[src/rtl/gqlay_pkg.sv]
// Shared types, constants and the saturation helper of the glyph quad layout block.
package gqlay_pkg;

  // Internal arithmetic width: wide enough for any sum of the block at up to 16 fraction bits.
  localparam int CALC_W = 40;

  typedef logic signed [CALC_W-1:0] calc_t;
  typedef logic signed [23:0]       coord_t;
  typedef logic signed [10:0]       pix_s_t;
  typedef logic        [9:0]        pix_u_t;
  typedef logic        [15:0]       tex_t;
  typedef logic        [20:0]       code_t;

  // Characters that move the pen.
  localparam code_t CODE_TAB   = 21'd9;
  localparam code_t CODE_NL    = 21'd10;
  localparam code_t CODE_VTAB  = 21'd11;
  localparam code_t CODE_SPACE = 21'd32;

  localparam pix_u_t BASE_SIZE_RST = 10'd32;

  typedef enum logic [1:0] {
    REG_BASE_SIZE = 2'd0,
    REG_BOLD      = 2'd1,
    REG_ITALIC    = 2'd2,
    REG_UNDERLINE = 2'd3
  } cfg_reg_e;

  typedef struct packed {
    pix_u_t base_size;
    logic   bold_on;
    logic   italic_on;
    logic   underline_on;
  } cfg_t;

  // One queued job: optional newline bar, optional glyph quads, optional end-of-text bar.
  typedef struct packed {
    logic   bar_a_en;
    coord_t bar_a_x;
    coord_t bar_a_y;
    logic   glyph_en;
    coord_t gx;
    coord_t gy;
    pix_s_t glyph_left;
    pix_s_t glyph_top;
    pix_u_t glyph_width;
    pix_u_t glyph_height;
    calc_t  shear_bot;
    calc_t  shear_top;
    tex_t   tex_u_min;
    tex_t   tex_u_max;
    tex_t   tex_v_min;
    tex_t   tex_v_max;
    logic   bar_b_en;
    coord_t bar_b_x;
    coord_t bar_b_y;
  } job_t;

  localparam calc_t SAT_HI = calc_t'(8388607);
  localparam calc_t SAT_LO = calc_t'(-8388608);

  function automatic coord_t sat24(input calc_t v);
    if (v > SAT_HI) return coord_t'(SAT_HI);
    if (v < SAT_LO) return coord_t'(SAT_LO);
    return coord_t'(v);
  endfunction

endpackage

[src/rtl/gqlay_if.sv]
// Channel interfaces: character input, vertex output and configuration write.
interface gqlay_char_if;
  import gqlay_pkg::*;
  logic   valid;
  logic   ready;
  code_t  char_code;
  logic   glyph_found;
  pix_s_t glyph_left;
  pix_s_t glyph_top;
  pix_u_t glyph_width;
  pix_u_t glyph_height;
  pix_s_t glyph_advance;
  tex_t   tex_u_min;
  tex_t   tex_u_max;
  tex_t   tex_v_min;
  tex_t   tex_v_max;
  logic   end_of_text;

  modport source (
    output valid, char_code, glyph_found, glyph_left, glyph_top, glyph_width, glyph_height,
    output glyph_advance, tex_u_min, tex_u_max, tex_v_min, tex_v_max, end_of_text,
    input  ready
  );
  modport sink (
    input  valid, char_code, glyph_found, glyph_left, glyph_top, glyph_width, glyph_height,
    input  glyph_advance, tex_u_min, tex_u_max, tex_v_min, tex_v_max, end_of_text,
    output ready
  );
endinterface

interface gqlay_vert_if;
  import gqlay_pkg::*;
  logic   valid;
  logic   ready;
  logic   vertex_kind;
  coord_t pos_x;
  coord_t pos_y;
  tex_t   tex_u;
  tex_t   tex_v;
  logic   last_vertex;

  modport source (
    output valid, vertex_kind, pos_x, pos_y, tex_u, tex_v, last_vertex,
    input  ready
  );
  modport sink (
    input  valid, vertex_kind, pos_x, pos_y, tex_u, tex_v, last_vertex,
    output ready
  );
endinterface

interface gqlay_cfg_if;
  logic       valid;
  logic       ready;
  logic [1:0] index;
  logic [9:0] data;

  modport source (output valid, index, data, input ready);
  modport sink (input valid, index, data, output ready);
endinterface

[src/rtl/gqlay_front.sv]
// Front end: takes characters, moves the pen and builds one job word per character.
module gqlay_front #(
  parameter int unsigned COORD_FRAC_BITS = 8
) (
  input  logic            clk_i,
  input  logic            rst_ni,
  input  gqlay_pkg::cfg_t cfg_i,
  gqlay_char_if.sink      char_i,
  input  logic            full_i,
  output logic            push_o,
  output gqlay_pkg::job_t job_o
);
  import gqlay_pkg::*;

  localparam calc_t SHEAR_MUL = calc_t'(53);
  localparam calc_t SHEAR_RND = calc_t'(128);
  localparam int    SHEAR_SH  = 8;
  localparam coord_t PEN_Y_RST = coord_t'(calc_t'(BASE_SIZE_RST) <<< COORD_FRAC_BITS);

  coord_t pen_x_q, pen_x_d;
  coord_t pen_y_q, pen_y_d;
  coord_t x_mv, y_mv, px_n, py_n;
  calc_t  adv_c, bsz_c, n_bot, n_top;
  logic   accept;

  assign char_i.ready = !full_i;
  assign accept       = char_i.valid && char_i.ready;

  assign adv_c = calc_t'(char_i.glyph_advance) <<< COORD_FRAC_BITS;
  assign bsz_c = calc_t'(cfg_i.base_size) <<< COORD_FRAC_BITS;

  // Special characters move the pen before the quad is placed.
  always_comb begin
    x_mv = pen_x_q;
    y_mv = pen_y_q;
    unique case (char_i.char_code)
      CODE_SPACE: x_mv = sat24(calc_t'(pen_x_q) + adv_c);
      CODE_NL: begin
        y_mv = sat24(calc_t'(pen_y_q) + bsz_c);
        x_mv = '0;
      end
      CODE_TAB:  x_mv = sat24(calc_t'(pen_x_q) + (adv_c <<< 2));
      CODE_VTAB: y_mv = sat24(calc_t'(pen_y_q) + (bsz_c <<< 2));
      default: ;
    endcase
  end

  assign px_n = char_i.glyph_found ? sat24(calc_t'(x_mv) + adv_c) : pen_x_q;
  assign py_n = char_i.glyph_found ? y_mv : pen_y_q;

  // Italic shear, rounded half up: floor((n*53*2^F + 128) / 256).
  assign n_bot = -calc_t'(char_i.glyph_top) - calc_t'(char_i.glyph_height);
  assign n_top = -calc_t'(char_i.glyph_top);

  always_comb begin
    job_o.bar_a_en     = char_i.glyph_found && (char_i.char_code == CODE_NL) &&
                         cfg_i.underline_on;
    job_o.bar_a_x      = pen_x_q;
    job_o.bar_a_y      = pen_y_q;
    job_o.glyph_en     = char_i.glyph_found;
    job_o.gx           = x_mv;
    job_o.gy           = y_mv;
    job_o.glyph_left   = char_i.glyph_left;
    job_o.glyph_top    = char_i.glyph_top;
    job_o.glyph_width  = char_i.glyph_width;
    job_o.glyph_height = char_i.glyph_height;
    job_o.shear_bot    = cfg_i.italic_on ?
                         (((n_bot * SHEAR_MUL) <<< COORD_FRAC_BITS) + SHEAR_RND) >>> SHEAR_SH :
                         calc_t'(0);
    job_o.shear_top    = cfg_i.italic_on ?
                         (((n_top * SHEAR_MUL) <<< COORD_FRAC_BITS) + SHEAR_RND) >>> SHEAR_SH :
                         calc_t'(0);
    job_o.tex_u_min    = char_i.tex_u_min;
    job_o.tex_u_max    = char_i.tex_u_max;
    job_o.tex_v_min    = char_i.tex_v_min;
    job_o.tex_v_max    = char_i.tex_v_max;
    job_o.bar_b_en     = char_i.end_of_text && cfg_i.underline_on;
    job_o.bar_b_x      = px_n;
    job_o.bar_b_y      = py_n;
  end

  assign push_o = accept && (job_o.bar_a_en || job_o.glyph_en || job_o.bar_b_en);

  always_comb begin
    pen_x_d = pen_x_q;
    pen_y_d = pen_y_q;
    if (accept) begin
      pen_x_d = char_i.end_of_text ? coord_t'(0) : px_n;
      pen_y_d = char_i.end_of_text ? sat24(bsz_c) : py_n;
    end
  end

  always_ff @(posedge clk_i or negedge rst_ni) begin
    if (!rst_ni) begin
      pen_x_q <= '0;
      pen_y_q <= PEN_Y_RST;
    end else begin
      pen_x_q <= pen_x_d;
      pen_y_q <= pen_y_d;
    end
  end

endmodule

[src/rtl/gqlay_fifo.sv]
// Two-entry job queue between the front end and the vertex sequencer.
module gqlay_fifo (
  input  logic            clk_i,
  input  logic            rst_ni,
  input  logic            push_i,
  input  gqlay_pkg::job_t job_i,
  input  logic            pop_i,
  output logic            full_o,
  output logic            valid_o,
  output gqlay_pkg::job_t job_o
);
  import gqlay_pkg::*;

  localparam int DEPTH = 2;
  localparam int PTR_W = $clog2(DEPTH);

  job_t             mem_q [DEPTH];
  logic [PTR_W-1:0] wr_ptr_q, wr_ptr_d;
  logic [PTR_W-1:0] rd_ptr_q, rd_ptr_d;
  logic [PTR_W:0]   cnt_q, cnt_d;

  assign full_o  = (cnt_q == (PTR_W+1)'(DEPTH));
  assign valid_o = (cnt_q != '0);
  assign job_o   = mem_q[rd_ptr_q];

  assign wr_ptr_d = push_i ? wr_ptr_q + 1'b1 : wr_ptr_q;
  assign rd_ptr_d = pop_i  ? rd_ptr_q + 1'b1 : rd_ptr_q;
  assign cnt_d    = cnt_q + (PTR_W+1)'(push_i) - (PTR_W+1)'(pop_i);

  always_ff @(posedge clk_i or negedge rst_ni) begin
    if (!rst_ni) begin
      wr_ptr_q <= '0;
      rd_ptr_q <= '0;
      cnt_q    <= '0;
    end else begin
      wr_ptr_q <= wr_ptr_d;
      rd_ptr_q <= rd_ptr_d;
      cnt_q    <= cnt_d;
    end
  end

  always_ff @(posedge clk_i) begin
    if (push_i) begin
      mem_q[wr_ptr_q] <= job_i;
    end
  end

endmodule

[src/rtl/gqlay_back.sv]
// Vertex sequencer: a job's bars and quad copies, one vertex per cycle unless stalled.
module gqlay_back #(
  parameter int unsigned COORD_FRAC_BITS = 8
) (
  input  logic            clk_i,
  input  logic            rst_ni,
  input  logic            bold_on_i,
  input  logic            head_valid_i,
  input  gqlay_pkg::job_t head_i,
  output logic            pop_o,
  gqlay_vert_if.source    vert_o
);
  import gqlay_pkg::*;

  localparam logic [1:0] PH_BAR_A = 2'd0;
  localparam logic [1:0] PH_GLYPH = 2'd1;
  localparam logic [1:0] PH_BAR_B = 2'd2;
  localparam logic [1:0] PH_DONE  = 2'd3;

  localparam logic [2:0] VTX_LAST       = 3'd5;
  localparam logic [2:0] COPY_PLAIN     = 3'd0;
  localparam logic [2:0] COPY_LEFT      = 3'd1;
  localparam logic [2:0] COPY_RIGHT     = 3'd2;
  localparam logic [2:0] COPY_UP        = 3'd3;
  localparam logic [2:0] COPY_DOWN      = 3'd4;

  // Per-vertex selects of the two triangles, vertex 0 in bit 0.
  localparam logic [5:0] RIGHT_M = 6'b100011;  // right edge of the glyph quad
  localparam logic [5:0] TOP_M   = 6'b001110;  // top edge of quad, higher-y edge of bar
  localparam logic [5:0] FAR_M   = 6'b011100;  // bar vertices at the pen x

  localparam calc_t ONE    = calc_t'(1) <<< COORD_FRAC_BITS;
  localparam calc_t HALF   = calc_t'(1) <<< (COORD_FRAC_BITS - 1);
  localparam calc_t BAR_LO = -(ONE <<< 1);
  localparam calc_t ZERO   = calc_t'(0);

  logic [1:0] phase_q, phase_d, phase_nxt, phase_start;
  logic [2:0] copy_q, copy_d, vtx_q, vtx_d, copy_last;
  logic       glyph_en_q, glyph_en_d, bar_b_en_q, bar_b_en_d;
  coord_t     bar_a_x_q, bar_a_y_q, bar_b_x_q, bar_b_y_q;
  calc_t      xlb_q, xrb_q, xlt_q, xrt_q, yb_q, yt_q;
  tex_t       umin_q, umax_q, vmin_q, vmax_q;
  calc_t      ld_xb, ld_w, ld_yb, ld_yt;

  logic       out_valid_q, out_valid_d;
  logic       out_kind_q, out_last_q;
  coord_t     out_x_q, out_y_q;
  tex_t       out_u_q, out_v_q;

  logic       out_free, step, vtx_end, phase_end, is_last, load;
  logic       right, top, far;
  calc_t      offx, offy, gsel_x, gsel_y, bar_x, bar_y;
  logic       v_kind;
  coord_t     v_x, v_y;
  tex_t       v_u, v_v;

  assign out_free  = !out_valid_q || vert_o.ready;
  assign step      = (phase_q != PH_DONE) && out_free;
  assign copy_last = bold_on_i ? COPY_DOWN : COPY_PLAIN;
  assign vtx_end   = (vtx_q == VTX_LAST);
  assign phase_end = vtx_end && ((phase_q != PH_GLYPH) || (copy_q == copy_last));

  always_comb begin
    unique case (phase_q)
      PH_BAR_A: phase_nxt = glyph_en_q ? PH_GLYPH : (bar_b_en_q ? PH_BAR_B : PH_DONE);
      PH_GLYPH: phase_nxt = bar_b_en_q ? PH_BAR_B : PH_DONE;
      default:  phase_nxt = PH_DONE;
    endcase
  end

  assign is_last = phase_end && (phase_nxt == PH_DONE);
  assign load    = head_valid_i && ((phase_q == PH_DONE) || (step && is_last));
  assign pop_o   = load;

  assign phase_start = head_i.bar_a_en ? PH_BAR_A : (head_i.glyph_en ? PH_GLYPH : PH_BAR_B);

  // Quad corners of the unshifted copy, built once per job.
  assign ld_xb = calc_t'(head_i.gx) + (calc_t'(head_i.glyph_left) <<< COORD_FRAC_BITS);
  assign ld_w  = calc_t'(head_i.glyph_width) <<< COORD_FRAC_BITS;
  assign ld_yb = calc_t'(head_i.gy) -
                 ((calc_t'(head_i.glyph_top) + calc_t'(head_i.glyph_height)) <<< COORD_FRAC_BITS);
  assign ld_yt = calc_t'(head_i.gy) - (calc_t'(head_i.glyph_top) <<< COORD_FRAC_BITS);

  always_comb begin
    phase_d    = phase_q;
    copy_d     = copy_q;
    vtx_d      = vtx_q;
    glyph_en_d = glyph_en_q;
    bar_b_en_d = bar_b_en_q;
    if (load) begin
      phase_d    = phase_start;
      copy_d     = '0;
      vtx_d      = '0;
      glyph_en_d = head_i.glyph_en;
      bar_b_en_d = head_i.bar_b_en;
    end else if (step) begin
      if (!vtx_end) begin
        vtx_d = vtx_q + 3'd1;
      end else if (phase_end) begin
        vtx_d   = '0;
        copy_d  = '0;
        phase_d = phase_nxt;
      end else begin
        vtx_d  = '0;
        copy_d = copy_q + 3'd1;
      end
    end
  end

  // Vertex of the current slot.
  assign right = RIGHT_M[vtx_q];
  assign top   = TOP_M[vtx_q];
  assign far   = FAR_M[vtx_q];

  always_comb begin
    offx = ZERO;
    offy = ZERO;
    case (copy_q)
      COPY_LEFT:  offx = -HALF;
      COPY_RIGHT: offx = HALF;
      COPY_UP:    offy = -HALF;
      COPY_DOWN:  offy = HALF;
      default: ;
    endcase
  end

  assign gsel_x = top ? (right ? xrt_q : xlt_q) : (right ? xrb_q : xlb_q);
  assign gsel_y = top ? yt_q : yb_q;
  assign bar_x  = (phase_q == PH_BAR_A) ? calc_t'(bar_a_x_q) : calc_t'(bar_b_x_q);
  assign bar_y  = (phase_q == PH_BAR_A) ? calc_t'(bar_a_y_q) : calc_t'(bar_b_y_q);

  always_comb begin
    v_kind = (phase_q != PH_GLYPH);
    if (v_kind) begin
      v_x = far ? sat24(bar_x) : coord_t'(0);
      v_y = sat24(bar_y + (top ? (bold_on_i ? ONE : ZERO) : BAR_LO));
      v_u = '0;
      v_v = '0;
    end else begin
      v_x = sat24(gsel_x + offx);
      v_y = sat24(gsel_y + offy);
      v_u = right ? umax_q : umin_q;
      v_v = top ? vmax_q : vmin_q;
    end
  end

  always_comb begin
    out_valid_d = out_valid_q;
    if (step) begin
      out_valid_d = 1'b1;
    end else if (vert_o.ready) begin
      out_valid_d = 1'b0;
    end
  end

  always_ff @(posedge clk_i or negedge rst_ni) begin
    if (!rst_ni) begin
      phase_q     <= PH_DONE;
      copy_q      <= '0;
      vtx_q       <= '0;
      glyph_en_q  <= 1'b0;
      bar_b_en_q  <= 1'b0;
      out_valid_q <= 1'b0;
    end else begin
      phase_q     <= phase_d;
      copy_q      <= copy_d;
      vtx_q       <= vtx_d;
      glyph_en_q  <= glyph_en_d;
      bar_b_en_q  <= bar_b_en_d;
      out_valid_q <= out_valid_d;
    end
  end

  always_ff @(posedge clk_i) begin
    if (load) begin
      bar_a_x_q <= head_i.bar_a_x;
      bar_a_y_q <= head_i.bar_a_y;
      bar_b_x_q <= head_i.bar_b_x;
      bar_b_y_q <= head_i.bar_b_y;
      xlb_q     <= ld_xb + head_i.shear_bot;
      xrb_q     <= ld_xb + ld_w + head_i.shear_bot;
      xlt_q     <= ld_xb + head_i.shear_top;
      xrt_q     <= ld_xb + ld_w + head_i.shear_top;
      yb_q      <= ld_yb;
      yt_q      <= ld_yt;
      umin_q    <= head_i.tex_u_min;
      umax_q    <= head_i.tex_u_max;
      vmin_q    <= head_i.tex_v_min;
      vmax_q    <= head_i.tex_v_max;
    end
    if (step) begin
      out_kind_q <= v_kind;
      out_x_q    <= v_x;
      out_y_q    <= v_y;
      out_u_q    <= v_u;
      out_v_q    <= v_v;
      out_last_q <= is_last;
    end
  end

  assign vert_o.valid       = out_valid_q;
  assign vert_o.vertex_kind = out_kind_q;
  assign vert_o.pos_x       = out_x_q;
  assign vert_o.pos_y       = out_y_q;
  assign vert_o.tex_u       = out_u_q;
  assign vert_o.tex_v       = out_v_q;
  assign vert_o.last_vertex = out_last_q;

endmodule

[src/rtl/glyph_quad_layout.sv]
// Top level of the glyph quad layout block: config registers, front end, job queue, sequencer.
//
//  channel  | dir | handshake       | word carries
//  ---------+-----+-----------------+------------------------------------------------
//  cfg_i    | in  | valid / ready   | index (register 0..3), data (10 bit)
//  char_i   | in  | valid / ready   | one character with glyph metrics and tex box
//  vert_o   | out | valid / ready   | one vertex: kind, pos_x/pos_y Q16.8, tex_u/v, last
//
//  Vertices: the sequencer sends one vertex per cycle while vert_o takes them, so a character
//  gives 6 vertices plain, 30 with bold, plus 6 for each underline bar (newline, end of text).
//  The vertex sequencer is the bottleneck; the front end takes one character per cycle
//  while the two-entry job queue has room. The first vertex of a character passes the queue
//  write, then the sequencer load, then the output register before it is valid on vert_o.
//  Reset: pen at x = 0, y = 32 px, registers at their reset values; no clearing pass.
//  Stalls: vert_o backpressure holds the output register and the sequencer only; the front
//  keeps accepting into the queue. char_i.ready drops only when the queue is full.
//  cfg_i is always ready; the user is to write registers only while the block is idle (not enforced).
module glyph_quad_layout #(
  parameter int unsigned COORD_FRAC_BITS = 8
) (
  input  logic          clk_i,
  input  logic          rst_ni,
  gqlay_cfg_if.sink     cfg_i,
  gqlay_char_if.sink    char_i,
  gqlay_vert_if.source  vert_o
);
  import gqlay_pkg::*;

  cfg_t cfg_q, cfg_d;
  logic fifo_full, fifo_valid, push, pop;
  job_t push_job, head_job;

  // Configuration registers. Writes beyond the list do not exist: the index is 2 bits.
  assign cfg_i.ready = 1'b1;

  always_comb begin
    cfg_d = cfg_q;
    if (cfg_i.valid) begin
      unique case (cfg_reg_e'(cfg_i.index))
        REG_BASE_SIZE: cfg_d.base_size    = cfg_i.data;
        REG_BOLD:      cfg_d.bold_on      = cfg_i.data[0];
        REG_ITALIC:    cfg_d.italic_on    = cfg_i.data[0];
        REG_UNDERLINE: cfg_d.underline_on = cfg_i.data[0];
        default: ;
      endcase
    end
  end

  always_ff @(posedge clk_i or negedge rst_ni) begin
    if (!rst_ni) begin
      cfg_q <= '{base_size: BASE_SIZE_RST, bold_on: 1'b0, italic_on: 1'b0,
                 underline_on: 1'b0};
    end else begin
      cfg_q <= cfg_d;
    end
  end

  // Front end: pen walk, special characters, shear; one job word per character.
  gqlay_front #(
    .COORD_FRAC_BITS(COORD_FRAC_BITS)
  ) u_front (
    .clk_i  (clk_i),
    .rst_ni (rst_ni),
    .cfg_i  (cfg_q),
    .char_i (char_i),
    .full_i (fifo_full),
    .push_o (push),
    .job_o  (push_job)
  );

  // Job queue decouples character intake from vertex output.
  gqlay_fifo u_fifo (
    .clk_i   (clk_i),
    .rst_ni  (rst_ni),
    .push_i  (push),
    .job_i   (push_job),
    .pop_i   (pop),
    .full_o  (fifo_full),
    .valid_o (fifo_valid),
    .job_o   (head_job)
  );

  // Back end: bars and quad copies, registered vertex output.
  gqlay_back #(
    .COORD_FRAC_BITS(COORD_FRAC_BITS)
  ) u_back (
    .clk_i        (clk_i),
    .rst_ni       (rst_ni),
    .bold_on_i    (cfg_q.bold_on),
    .head_valid_i (fifo_valid),
    .head_i       (head_job),
    .pop_o        (pop),
    .vert_o       (vert_o)
  );

endmodule

[src/flat_wrapper.sv]
// flat-port wrapper written by rule: the top's interface ports become plain ports
module glyph_quad_layout_flat import gqlay_pkg::*;
#(
  parameter int unsigned COORD_FRAC_BITS = 8
)
  (clk_i, rst_ni, cfg_i_valid, cfg_i_index, cfg_i_data, cfg_i_ready, char_i_valid, char_i_char_code, char_i_glyph_found, char_i_glyph_left, char_i_glyph_top, char_i_glyph_width, char_i_glyph_height, char_i_glyph_advance, char_i_tex_u_min, char_i_tex_u_max, char_i_tex_v_min, char_i_tex_v_max, char_i_end_of_text, char_i_ready, vert_o_valid, vert_o_vertex_kind, vert_o_pos_x, vert_o_pos_y, vert_o_tex_u, vert_o_tex_v, vert_o_last_vertex, vert_o_ready);
  gqlay_cfg_if cfg_i_i ();
  gqlay_char_if char_i_i ();
  gqlay_vert_if vert_o_i ();
  input  logic clk_i;
  input  logic rst_ni;
  input wire logic [$bits(cfg_i_i.valid)-1:0] cfg_i_valid;
  input wire logic [$bits(cfg_i_i.index)-1:0] cfg_i_index;
  input wire logic [$bits(cfg_i_i.data)-1:0] cfg_i_data;
  output wire logic [$bits(cfg_i_i.ready)-1:0] cfg_i_ready;
  input wire logic [$bits(char_i_i.valid)-1:0] char_i_valid;
  input wire logic [$bits(char_i_i.char_code)-1:0] char_i_char_code;
  input wire logic [$bits(char_i_i.glyph_found)-1:0] char_i_glyph_found;
  input wire logic [$bits(char_i_i.glyph_left)-1:0] char_i_glyph_left;
  input wire logic [$bits(char_i_i.glyph_top)-1:0] char_i_glyph_top;
  input wire logic [$bits(char_i_i.glyph_width)-1:0] char_i_glyph_width;
  input wire logic [$bits(char_i_i.glyph_height)-1:0] char_i_glyph_height;
  input wire logic [$bits(char_i_i.glyph_advance)-1:0] char_i_glyph_advance;
  input wire logic [$bits(char_i_i.tex_u_min)-1:0] char_i_tex_u_min;
  input wire logic [$bits(char_i_i.tex_u_max)-1:0] char_i_tex_u_max;
  input wire logic [$bits(char_i_i.tex_v_min)-1:0] char_i_tex_v_min;
  input wire logic [$bits(char_i_i.tex_v_max)-1:0] char_i_tex_v_max;
  input wire logic [$bits(char_i_i.end_of_text)-1:0] char_i_end_of_text;
  output wire logic [$bits(char_i_i.ready)-1:0] char_i_ready;
  output wire logic [$bits(vert_o_i.valid)-1:0] vert_o_valid;
  output wire logic [$bits(vert_o_i.vertex_kind)-1:0] vert_o_vertex_kind;
  output wire logic [$bits(vert_o_i.pos_x)-1:0] vert_o_pos_x;
  output wire logic [$bits(vert_o_i.pos_y)-1:0] vert_o_pos_y;
  output wire logic [$bits(vert_o_i.tex_u)-1:0] vert_o_tex_u;
  output wire logic [$bits(vert_o_i.tex_v)-1:0] vert_o_tex_v;
  output wire logic [$bits(vert_o_i.last_vertex)-1:0] vert_o_last_vertex;
  input wire logic [$bits(vert_o_i.ready)-1:0] vert_o_ready;
  assign cfg_i_i.valid = cfg_i_valid;
  assign cfg_i_i.index = cfg_i_index;
  assign cfg_i_i.data = cfg_i_data;
  assign cfg_i_ready = cfg_i_i.ready;
  assign char_i_i.valid = char_i_valid;
  assign char_i_i.char_code = char_i_char_code;
  assign char_i_i.glyph_found = char_i_glyph_found;
  assign char_i_i.glyph_left = char_i_glyph_left;
  assign char_i_i.glyph_top = char_i_glyph_top;
  assign char_i_i.glyph_width = char_i_glyph_width;
  assign char_i_i.glyph_height = char_i_glyph_height;
  assign char_i_i.glyph_advance = char_i_glyph_advance;
  assign char_i_i.tex_u_min = char_i_tex_u_min;
  assign char_i_i.tex_u_max = char_i_tex_u_max;
  assign char_i_i.tex_v_min = char_i_tex_v_min;
  assign char_i_i.tex_v_max = char_i_tex_v_max;
  assign char_i_i.end_of_text = char_i_end_of_text;
  assign char_i_ready = char_i_i.ready;
  assign vert_o_valid = vert_o_i.valid;
  assign vert_o_vertex_kind = vert_o_i.vertex_kind;
  assign vert_o_pos_x = vert_o_i.pos_x;
  assign vert_o_pos_y = vert_o_i.pos_y;
  assign vert_o_tex_u = vert_o_i.tex_u;
  assign vert_o_tex_v = vert_o_i.tex_v;
  assign vert_o_last_vertex = vert_o_i.last_vertex;
  assign vert_o_i.ready = vert_o_ready;
  glyph_quad_layout #(.COORD_FRAC_BITS(COORD_FRAC_BITS)) u_core (.clk_i(clk_i), .rst_ni(rst_ni), .cfg_i(cfg_i_i), .char_i(char_i_i), .vert_o(vert_o_i));
endmodule
[config.mk]
export PLATFORM = sky130hd
export DESIGN_NAME = glyph_quad_layout_flat
export DESIGN_NICKNAME = d
export VERILOG_FILES = /design/src/rtl/gqlay_pkg.sv /design/src/rtl/gqlay_if.sv /design/src/rtl/gqlay_front.sv /design/src/rtl/gqlay_fifo.sv /design/src/rtl/gqlay_back.sv /design/src/rtl/glyph_quad_layout.sv /design/src/flat_wrapper.sv
export SDC_FILE = /design/constraint.sdc
export NUM_CORES = 2
export LEC_CHECK = 0
export ABC_AREA = 0
export BUFFER_PORTS_ARGS = -buffer_cell sky130_fd_sc_hd__clkbuf_2
export CAP_MARGIN = 20
export CELL_PAD_IN_SITES_DETAIL_PLACEMENT = 2
export CELL_PAD_IN_SITES_GLOBAL_PLACEMENT = 2
export CORE_ASPECT_RATIO = 1.25
export CORE_MARGIN = 3
export CORE_UTILIZATION = 25
export DETAILED_ROUTE_END_ITERATION = 7
export GPL_TIMING_DRIVEN = 0
export PLACE_DENSITY_LB_ADDON = 0.05
export RECOVER_POWER = 100
export SLEW_MARGIN = 40
export SYNTH_ARGS = -nofsm -noshare
export SYNTH_HDL_FRONTEND = slang
export SYNTH_SLANG_ARGS = --single-unit
[constraint.sdc]
create_clock -name clk_i -period 27 [get_ports clk_i]
set_input_delay 4.05 -clock clk_i [delete_from_list [all_inputs] [get_ports clk_i]]
set_output_delay 4.05 -clock clk_i [all_outputs]
set_load 0.02 [all_outputs]
======== After elaboration in Yosys (flattened, before gate mapping) ========
Memories as Yosys holds them, arrays and structs flattened.
Index checks and enable logic that the tools add are counted.
storage, ports and cells
  register bits after elaboration ......... 558
  bits in writable memories ............... 666
  memories ................................ 4
  logic and storage cells ................. 273
  memory bits (read-only) ................. 24
operators by class
  $mul .................................... 2
  multiplexer cells ....................... 135
  $lt $le $gt $ge ......................... 21
  reduce and logical (&&, ||, !) cells .... 30
  equality and inequality tests ........... 19
  add/subtract/negate cells ............... 27
memory list
  memory               words  width  read ports  clocked after memory_dff  write ports  line               source
  u_core.u_fifo.mem_q  2      333    1           0                         1            gqlay_fifo.sv:17   job_t mem_q [DEPTH];
  (no name shown)      8      1      1           0                         0            gqlay_back.sv:113  assign far = FAR_M[vtx_q];
  (no name shown)      8      1      1           0                         0            gqlay_back.sv:112  assign top = TOP_M[vtx_q];
  (no name shown)      8      1      1           0                         0            gqlay_back.sv:111  assign right = RIGHT_M[vtx_q];
operators with widths
  operator                                                                        number
  24-bit 2-to-1 mux                                                               47
  40-bit 2-to-1 mux                                                               9
  40-bit by 24-bit > comparator with 1-bit output, second input constant          4
  40-bit by 24-bit less-than comparator with 1-bit output, second input constant  4
  40-bit case mux with 2 select lines                                             2
  25-bit by 24-bit > comparator with 1-bit output, second input constant          5
  25-bit by 24-bit less-than comparator with 1-bit output, second input constant  5
  40-bit adder                                                                    3
  24-bit by 19-bit adder with 25-bit output                                       4
  25-bit by 40-bit adder with 40-bit output                                       2
  26-bit by 40-bit adder with 40-bit output                                       2
  40-bit by 9-bit adder with 40-bit output, second input constant                 2
  40-bit by 7-bit multiplier with 32-bit output, second input constant            2
  24-bit case mux with 3 select lines                                             1
  21-bit by 4-bit equality test with 1-bit output, second input constant          3
  1-bit 2-to-1 mux                                                                56
  24-bit by 21-bit adder with 25-bit output                                       2
  24-bit case mux with 2 select lines                                             1
  11-bit negation with 40-bit output                                              1
  40-bit by 11-bit subtractor with 40-bit output                                  1
  16-bit 2-to-1 mux                                                               2
  25-bit by 19-bit adder with 26-bit output                                       1
  24-bit by 19-bit subtractor with 25-bit output                                  1
  24-bit by 20-bit subtractor with 25-bit output                                  1
  other kinds (28)                                                                73

======== Depth between registers and ports, before layout ========
  depth after elaboration ................. 17
  mapped depth ............................ 35

======== Hierarchy ========
A second synthesis with hierarchy kept.
second synthesis, totals
  cells, all modules ...................... 6163
  area, all modules ....................... 72598.4 µm²
by module, submodules not included
  module             area an instance (µm²)  seq. area each (µm²)  cells an instance  times used
  gqlay_back         30116.4                 13130.1               2935               1
  gqlay_fifo         25296.8                 20099.3               1051               1
  gqlay_front        16657.2                 1202.4                2144               1
  glyph_quad_layout  528.0                   326.6                 33                 1

======== Worst setup path before layout ========
Ideal clock, no wire load.
  path kind ............................... input -> register
  start point ............................. input char_i_valid
  end point ............................... memory u_core.u_fifo.mem_q[0][0] (netlist name), enable pin
  arrival ................................. 26010 ps
  setup slack ............................. -394 ps
  path buffers ............................ 2
  stages .................................. 4
  setup time .............................. 1384 ps
  cells stage by stage .................... nand2_1 clkbuf_1 clkbuf_1 nor3_1
on the way
  cells in the longest elaborated chain, start to end .. 4
RTL lines
  item                                    line                source
  start: declaration                      flat_wrapper.sv:16  input wire logic [$bits(char_i_i.valid)-1:0] char_i_valid;
  1-bit logical AND                       gqlay_front.sv:27   assign accept = char_i.valid && char_i.ready;
  1-bit logical AND                       gqlay_front.sv:82   assign push_o = accept && (job_o.bar_a_en || job_o.glyph_en || job_o.bar_b_en);
  1-bit 2-to-1 mux                        gqlay_fifo.sv:43    if (push_i) begin
  1-bit 2-to-1 mux (not written as such)  gqlay_fifo.sv:44    mem_q[wr_ptr_q] <= job_i;
  end: declaration                        gqlay_fifo.sv:17
Every way passes these cells.

======== Final worst setup path ========
  start point ............................. input vert_o_ready
  end point ............................... register u_core.u_back.xlb_q[26], enable pin
on the way
  cells in the longest elaborated chain, start to end .. 5
RTL lines
  item                    line                     source
  start: declaration      flat_wrapper.sv:37       input wire logic [$bits(vert_o_i.ready)-1:0] vert_o_ready;
  1-bit logical OR        gqlay_back.sv:57         assign out_free = !out_valid_q || vert_o.ready;
  1-bit logical AND       gqlay_back.sv:58         assign step = (phase_q != PH_DONE) && out_free;
  1-bit logical AND       gqlay_back.sv:72         assign load = head_valid_i && ((phase_q == PH_DONE) || (step && is_last));
  1-bit logical OR        gqlay_back.sv:72
  1-bit logical AND       gqlay_back.sv:72
  named net u_core.pop    glyph_quad_layout.sv:30  logic fifo_full, fifo_valid, push, pop;
  end signal: assignment  gqlay_back.sv:180        xlb_q <= ld_xb + head_i.shear_bot;
  end: declaration        gqlay_back.sv:41         calc_t xlb_q, xrb_q, xlt_q, xrt_q, yb_q, yt_q;
The timed path passes the listed nets, and every way through them passes these cells.
A chain may end at the register's enable or synchronous reset.

==> qor.csv <==
metric,value,unit
status,"finished, violations left",
violations,"capacitance limit, slew limit",
num_vias,46580,
ff2ff_path_depth,14,
core,0.2676,mm2
place_congestion,0.7741,
start_util,0.2519,
cts_made_buffers,147,
startpoint,vert_o_ready,
drv_slew,781,
cp_max_fo,57,
place_hpwl,196.8,mm
worstMarginPinSlew,3.368,ns
cp_num_cells,9,
critPathLaunchType,input port,
finalSetupTns,0,ns
pre_cts_ws,13.65,ns
ys_seq_area_frac,0.5013,
wl_per_cell,24.87,um
die_x,470.5,um
syn_area,0.06742,mm2
cpPeakStageDelay,2.47,ns
crit_family,buffers and inverters,
cts_setup_buffers,0,
area_growth,15.47,%
clk_pin_slew,0.06,ns
postSynthCellCount,5775,
syn-num-nets,6569,
h-tree-depth,4,
fin_crit,14.37,ns
nNetsFinal,7034,
rsz0062_at_grt,false,
fin_skew,0.1044,ns
min_from,u_core.u_back.bar_b_en_q$_DFFE_PN0P_,
synth_flop_cell,edfxtp_1,
ys_types,94,
max_freq,69.59,MHz
via_per_inst,4.715,
holdPathStages,2,
worstPathRequired,27.34,ns
clk_path_buf_depth,4,
post_cts_resized,0,
n_fill_cell,28900,
synth_area_per_cell,11.67,um2
io_pins,242,
grt_pass1_wl,360.5,mm
hold_path.class,flip-flop to flip-flop,
drc_errors,0,
detail_route.first_pass.iterations,5,
crit_type,input port to flip-flop,
ys_warn_count,0,
synth_seq_cells,1138,
grt_max_degree,58,
async_reset_ff_frac,0.06678,
cpMostUsedCell,clkbuf_1,
critPathArrivalTime,14.71,ns
crit_slowest_cell,clkbuf_1,
path_cells,clkbuf_2 > nor2b_1 > nor2b_1 > o22ai_1 > clkinvlp_2 > clkbuf_1 > clkbuf_1 > clkbuf_1 > clkbuf_1,
cts_tree,built,
drt_wl_total,245.7,mm
grt_overflow,0,
slew-limit-headroom,-1.246,
setup_slack,12.63,ns
period_share,0.5322,
r2r-start,u_core.u_back.phase_q[1]$_DFFE_PN1P_,
die_h,586.6,um
cp_num_buf_inv,6,
holdBufCountCts,0,
rows,212,
crit_path_end_kind,flip-flop,
antenna_found_initial,23,
grt_pass1_vias,51620,
port-buffer-count,240,
grt_usage,0.1762,
dieArea,0.2760,mm2
cts_root_buf,clkbuf_16,
ant_nets,0,
final-setup-viol-count,0,
drive_gt1_frac,0.1109,
drtIter0Drc,2024,
hold_violations,0,
clock-sinks,1138,
synth_edf_count,1062,
maxCapViolCount,24,
insertion_delay,0.82,ns
## Yosys cell counts, drive strengths merged (37+ instances only)
| cell type | number | area [um2] |
|---|---|---|
| edfxtp | 1062 | 31890 |
| inv | 586 | 2200 |
| ha | 519 | 6494 |
| nand2 | 430 | 1614 |
| a21oi | 344 | 1725 |
| mux2 | 343 | 3862 |
| nor2 | 305 | 1145 |
| o21ai | 247 | 1236 |
| xnor2 | 247 | 2163 |
| a21o | 136 | 1021 |
| clkbuf | 129 | 485.5 |
| fa | 118 | 2362 |
| nand3 | 102 | 510.5 |
| xor2 | 85 | 744.5 |
| o21a | 81 | 608.1 |
| nor3 | 76 | 380.4 |
| and2 | 73 | 456.7 |
| dfrtp | 72 | 1802 |
| nor2b | 66 | 412.9 |
| nand2b | 52 | 325.3 |
| a31oi | 51 | 319.1 |
| o211ai | 38 | 285.3 |
| and3 | 37 | 231.5 |
| o21bai | 37 | 277.8 |
## cells by family (layout without fill, tap and decap cells)
group           count (synthesis)  count (layout)  share of synthesized area
simple gates                 1289            1289                    0.09067
compound gates               1218            1218                     0.1178
flops                        1138            1138                     0.5013
buf+inv                       747            1318                    0.04203
fa+ha+maj                     643             643                     0.1322
mux                           406             406                    0.07239
xor+xnor                      333             333                    0.04346
other cells                     1               3                 0.00005562
## state kept, by name, indices dropped and copies added, names as in the netlist, 17 cells and up
name and cells:
u_core.u_back.bar_b_y_q 24, u_core.u_front.pen_x_q 24, u_core.u_back.xrb_q 32, u_core.u_fifo.mem_q 634, u_core.u_back.bar_a_x_q 24, u_core.u_back.vert_o.pos_y 24
u_core.u_back.xlb_q 40, u_core.u_back.vert_o.pos_x 24, u_core.u_back.yt_q 17, u_core.u_back.yb_q 25, u_core.u_back.bar_b_x_q 24, u_core.u_front.pen_y_q 24
u_core.u_back.bar_a_y_q 24, u_core.u_back.xlt_q 40, u_core.u_back.xrt_q 32
## placed cells by master (no fill, tap or decap), drive strengths merged, types with 50 or more instances in the layout
cell type and count:
edfxtp 1062, o21a 81, xnor2 247, nand2 430, nand2b 52, mux2 343, nor2 305, ha 519
a21o 136, nor2b 66, o21ai 247, nor3 76, clkinv 50, a21oi 344, fa 118, xor2 85
clkbuf 631, and2 73, inv 592, a31oi 51, nand3 102, dfrtp 72
## layer usage
| metal | track usage | part of all wire |
|---|---|---|
| met2 | 0.3360 | 0.54 |
| met5 | 0 | 0.000037 |
| met1 | 0.2122 | 0.42 |
| met3 | 0.01832 | 0.025 |
| met4 | 0.03476 | 0.020 |
## worst min-delay path: cells and delay by family (launching register included)
kind,cells,cell delay [ns]
AOI/OAI and AO/OA,1,0.06
DFF,1,0.34
and+or+nand+nor,1,0.05
## path summary, 6_finish.rpt
| path | end | slack [ns] |
|---|---|---|
| worst max register to register | u_core.u_back.xlb_q[26]$_DFFE_PP_ | 12.69 |
| worst min register to register | u_core.u_back.bar_b_en_q$_DFFE_PN0P_ | 0.49 |
| worst min-delay path | u_core.u_back.bar_b_en_q$_DFFE_PN0P_ | 0.49 |
| max in group asynchronous | u_core.u_front.pen_x_q[20]$_DFFE_PN0P_ | 18.85 |
| min in group asynchronous | u_core.u_back.vert_o.valid$_DFFE_PN0P_ | 3.99 |
| worst max-delay path | u_core.u_back.xlb_q[26]$_DFFE_PP_ | 12.63 |
## final cells by class
cell class / count / area [um2] / share of cell area
timing repair buffer: 316 / 1376 / 0.01768
sequential: 1138 / 33800 / 0.4341
antenna: 2 / 5.005 / 0.00006429
buffer: 160 / 659.4 / 0.008470
clock buffer: 187 / 3984 / 0.05117
clock inverter: 68 / 560.5 / 0.007200
inverter: 587 / 2205 / 0.02832
multi-input combinational: 3890 / 30850 / 0.3962
tap: 3531 / 4418 / 0.05675
## stage by stage
step                      instance area, um2  hold slack (ns)  utilization  instances
after floorplan                        67430           0.4402            -       5775
after global placement                 73050           0.4737       0.2729       9546
after detailed placement               74510           0.4927       0.2784       9622
after CTS                              79050           0.5034       0.2954       9877
after global routing                   77850           0.5119       0.2909       9878
final                                  77850           0.4912       0.2909       9879
Power is left out: the tool's default activity adds up to more than one toggle a clock period on the data nets, which glitch-free logic cannot reach.
